--- src/hdl/vnorm_pkg.sv ---
// shared constants and types for the vector normaliser
package vnorm_pkg;

    // number of result bits found by the reciprocal search, one per lane stage
    localparam int unsigned Q_BITS = 16;

    // +1.0 in q1.15 and the largest positive code
    localparam logic [Q_BITS:0]   Q_ONE   = 17'd32768;
    localparam logic [Q_BITS-1:0] Q_MAXPOS = 16'd32767;

    // number of front stages (sign and square, then sum of squares)
    localparam int unsigned FRONT_STAGES = 2;

    // result code type
    typedef logic signed [Q_BITS-1:0] q15_t;

endpackage

--- src/hdl/vnorm_front.sv ---
// sign, square and sum of squares stages of the vector normaliser
module vnorm_front
    import vnorm_pkg::*;
#(
    parameter int unsigned IN_WIDTH = 16
)
(
    input  logic                      clk,
    input  logic [FRONT_STAGES-1:0]   ld,
    input  logic [IN_WIDTH-1:0]       x_in,
    input  logic [IN_WIDTH-1:0]       y_in,
    input  logic [IN_WIDTH-1:0]       z_in,
    output logic [2:0]                neg,
    output logic [2*IN_WIDTH-1:0]     msq [3],
    output logic [2*IN_WIDTH-1:0]     sumsq
);

    localparam int unsigned SW = 2 * IN_WIDTH;

    logic [IN_WIDTH-1:0] raw [3];
    logic [2:0]          neg1_reg;
    logic [SW-1:0]       sq1_reg [3];
    logic [2:0]          neg2_reg;
    logic [SW-1:0]       sq2_reg [3];
    logic [SW-1:0]       sum2_reg;
    logic [SW-1:0]       sum_next;

    assign raw[0] = x_in;
    assign raw[1] = y_in;
    assign raw[2] = z_in;

    // stage one: sign and square of each component
    always_ff @(posedge clk)
    begin
        if (ld[0])
        begin
            for (int i = 0; i < 3; i++)
            begin
                neg1_reg[i] <= raw[i][IN_WIDTH-1];
                sq1_reg[i]  <= SW'($signed(raw[i])) * SW'($signed(raw[i]));
            end
        end
    end

    // sum of squares, cannot overflow the double width
    assign sum_next = sq1_reg[0] + sq1_reg[1] + sq1_reg[2];

    // stage two: sum of squares
    always_ff @(posedge clk)
    begin
        if (ld[1])
        begin
            neg2_reg <= neg1_reg;
            sq2_reg  <= sq1_reg;
            sum2_reg <= sum_next;
        end
    end

    assign neg   = neg2_reg;
    assign msq   = sq2_reg;
    assign sumsq = sum2_reg;

endmodule

--- config.mk ---
export PLATFORM = sky130hd
export DESIGN_NAME = vnorm_front
export DESIGN_NICKNAME = d
export VERILOG_FILES = /design/src/hdl/vnorm_pkg.sv /design/src/hdl/vnorm_front.sv
export SDC_FILE = /design/constraint.sdc
export NUM_CORES = 2
export LEC_CHECK = 0
export BUFFER_PORTS_ARGS = -buffer_cell sky130_fd_sc_hd__buf_2
export CAP_MARGIN = 20
export CORE_ASPECT_RATIO = 1.4
export CORE_MARGIN = 5
export CORE_UTILIZATION = 49
export DETAILED_ROUTE_END_ITERATION = 16
export PLACE_DENSITY = 0.69
export SETUP_SLACK_MARGIN = 0.05
export SYNTH_ARGS = -nofsm -noshare
export SYNTH_HDL_FRONTEND = slang
export SYNTH_SLANG_ARGS = --single-unit
--- constraint.sdc ---
create_clock -name clk -period 7.11 [get_ports clk]
set_input_delay 0.711 -clock clk [delete_from_list [all_inputs] [get_ports clk]]
set_output_delay 0.711 -clock clk [all_outputs]
set_load 0.01 [all_outputs]
### Yosys cells after proc, flatten, opt, wreduce, memory -nomap -nowiden

Index checks and enable logic that the tools add are counted.

* $add $sub $neg: 2
* multiply operators: 3
* div/mod/pow operators: 0
* magnitude comparators: 0
* equal/unequal tests: 0
* shifts and indexed selects: 0
* multiplexer cells: 0
* bitwise gates (word level): 0
* reductions and logical operators: 0

Operators with widths (count)
* $mul 16x16->32: 3
* $add 32x32->32: 2

* register bits: 230
* bits in latches: 0
* memory bits (writable): 0
* memory bits (read-only): 0
* input port bits: 51
* output and inout port bits: 131
* logic and storage cells: 14
* memories: 0

### Longest topological paths before layout

* depth after elaboration: 2
* mapped depth: 25
* depth with buffers taken out: 23

### Least setup slack after synthesis

OpenSTA, ideal clock, no wires.

* kind: input port to flip-flop
* start: input y_in[15]
* end: register sq1_reg[62] in the netlist's numbering, data pin
* setup time: 180 ps
* arrival time: 6577 ps
* data required time: 6930 ps
* setup slack: 353 ps
* stages on the path: 22
* cell sequence: clkbuf_1 -> inv_1 -> buf_1 -> nor2_1 -> fa_1 -> fa_1 -> fa_1 -> fa_1 -> fa_1 -> inv_1 -> fa_1 -> inv_1 -> ha_1 -> clkbuf_1 -> o21ai_0 -> a21oi_1 -> a221oi_1 -> o31ai_2 -> o221ai_2 -> a41o_1 -> or4b_1 -> o311ai_1

* word-level cells in the longest chain between the ends: 1

RTL lines
* start: declaration: line vnorm_front.sv:11 `input logic [IN_WIDTH-1:0] y_in,`
* $mul 16x16->32: line vnorm_front.sv:40 `sq1_reg[i] <= SW'($signed(raw[i])) * SW'($signed(raw[i]));`
* end signal: indexed assignment: line vnorm_front.sv:40
* end: declaration: line vnorm_front.sv:22 `logic [SW-1:0] sq1_reg [3];`

Every way passes these cells.
A chain may end at the register's enable or synchronous reset.

### Final worst setup path

* start: input y_in[2]
* end: register sq1_reg[63] in the netlist's numbering, data pin

The elaborated chain is that of the path after synthesis.

==> flow_summary.toml <==
[detailed_routing]
ant_nets = 0
wl_per_cell_um = 18.6
drtIter0Drc = 1295
drc = 0
num_vias = 24000
drt-total-wl_um = 86400
first_pass_iters = 7
viasPerCell = 5.16

[flow_run]
maxCapViolCount = 0

[synthesis]
syn_inst = 3447
synth.most_common_cell = "inv_1"
yosys.area.top_type_share_pct = 40.9
synth_cell_types = 75
ys.flop_type = "edfxtp_1"
yosys_warnings = 0
ys_seq_area_share_pct = 18.7
synth.largest_area_cell = "fa_1"
synth.cell_area_mm2 = 0.0359
ys_ff_latch = 224
synth.avg_cell_area_um2 = 10.4
ys_top_cells_by_count = "977 x inv_1, 733 x fa_1, 302 x ha_1"
synth_enable_flop_cells = 224
async_flop_share_pct = 0
synthTopCellsByArea = "fa_1 41%, edfxtp_1 19%, ha_1 11%"

[placed_design]
port_buffers = 178
gp_congestion = 0.948
dp_slack_ps = -146
hpwl_um = 74200
dp.cells = 4594

[floorplan]
die_y_um = 330
die_w_um = 239
rows = 117
start_util_pct = 49.3
die_area_mm2 = 0.0788
coreArea_mm2 = 0.0728
io_pins = 182

[cells_and_area]
post_layout_nonfiller_instances = 4646
syn2layout_area_growth_pct = 9.60
nets = 4758
drive_gt1_share_pct = 9.42
n_antenna_cell = 0

[sta]
finalHoldViolCount = 0
drv_slew = 0
period_share_pct = 93.5
worst_hold_slack_ps = 423
setup_viol = 0
skew_ps = 22.4
rsz0062_at_grt = "no"
slew_headroom_pct = 35.6
worst_slack_ps = 463
fin_crit_ps = 6650
fmax_mhz = 150
tightest_slew_ps = 967

[global_route]
overflow = 0
gr-usage-all-layers_pct = 22.6
grt_pass1_vias = 26700
grt_max_degree = 84
antenna_found_initial = 0
grt_pass1_wl_um = 140000

[cts]
h-tree-depth = 1
clock_latency_ps = 560
clk_pin_slew_ps = 80
clockBufferDepth = 3
hold_buffers = 0
clock_sinks = 224
cts_setup_buffers = 0
cts_made_buffers = 28
root_buffer = "clkbuf_16"
cts_tree = "yes"
cts.repair.resized = 0

[critical_path]
r2r_setup_slack_ps = 3200
timing.critical_path.required_ps = 7410
worstSetupStartpointType = "primary input"
end_kind = "register"
critPathKind = "in -> reg"
crit_arrival_ps = 6940
cp_max_fo = 17

[hold_path]
hold_class = "reg -> reg"

[run_status]
status = "completed"
per-layer routing:
layer	share of wire (%)	track usage, %	vias up
met5	0	0	-
met4	3.6	6.65	0
met3	4.4	1.90	150
met2	54	42.0	657
met1	38	28.1	12200
li1	-	-	11000
stage by stage:
step	TNS (ps)	area, µm²	utilization [%]
floorplan	0	35900	-
global route	0	39300	54.1
finish	0	39300	54.1
detailed placement	-146	38400	52.7
CTS	0	39300	54.1
global placement	-63.3	38400	52.7
cell usage in the layout (no fill, tap or decap), drive strengths merged, types with 4 or more instances in the layout:
master | netlist | final
a2111oi | 4 | 4
xnor2 | 123 | 123
or2 | 14 | 14
ha | 302 | 302
o211ai | 8 | 8
a41o | 4 | 4
xor2 | 28 | 28
edfxtp | 224 | 224
nand3 | 20 | 20
bufinv | 0 | 5
buf | 10 | 266
nand2 | 249 | 249
clkbuf | 66 | 34
o31ai | 6 | 6
a211oi | 25 | 25
a21boi | 5 | 5
o2111ai | 4 | 4
and3 | 23 | 23
a21o | 43 | 43
mux2i | 5 | 5
nand2b | 21 | 21
o311ai | 12 | 12
nor2 | 145 | 145
nand4 | 10 | 10
and2 | 108 | 108
a21oi | 81 | 81
nor2b | 17 | 17
o21ai | 49 | 49
a221oi | 6 | 6
conb | 1 | 6
a31o | 12 | 12
clkinv | 1 | 10
inv | 977 | 979
o21a | 18 | 18
fa | 733 | 733
nor3 | 21 | 21
o21bai | 24 | 24
a31oi | 13 | 13
cell families after synthesis:
kind of cell             share of synthesized area [%]
adder cells (fa/ha/maj)                           51.4
AND/OR/NAND/NOR                                   8.38
XOR/XNOR                                          3.69
AO/OA/AOI/OAI                                     6.52
other                                           0.0105
buffers and inverters                             11.1
flip-flops                                        18.7
multiplexers                                     0.171
worst max-delay path, stage by stage:
cell and delay [ps]:
buf_2 200, and2_1 220, fa_1 500, inv_1 50
fa_1 440, fa_1 570, inv_1 70, fa_1 480
fa_1 500, inv_1 50, fa_1 470, inv_1 50
ha_1 340, and3_1 200, and3_1 210, o2111ai_1 190
a2111oi_0 700, buf_4 220, o2111ai_1 150, a31oi_1 250
mux2i_1 210, o311ai_0 140
final cells by class:
| cell class | instances | area (µm²) |
|---|---|---|
| sequential | 224 | 6730 |
| timing repair buffer | 266 | 1560 |
| multi-input combinational | 2174 | 25200 |
| inverter | 978 | 3670 |
| clock inverter | 18 | 226 |
| fill | 6426 | 33400 |
| clock buffer | 34 | 744 |
| tap | 952 | 1190 |
final timing paths:
kind | depth (start not counted) | endpoint | from
worst max-delay path | 22 | sq1_reg[63] | y_in[2]
worst min-delay path | 0 | neg[1] | neg1_reg[1]
worst max register to register | 10 | sumsq[29] | sq1_reg[68]
worst min register to register | 0 | neg[1] | neg1_reg[1]
Power is left out: the tool's default activity adds up to more than one toggle a clock period on the data nets, which glitch-free logic cannot reach.
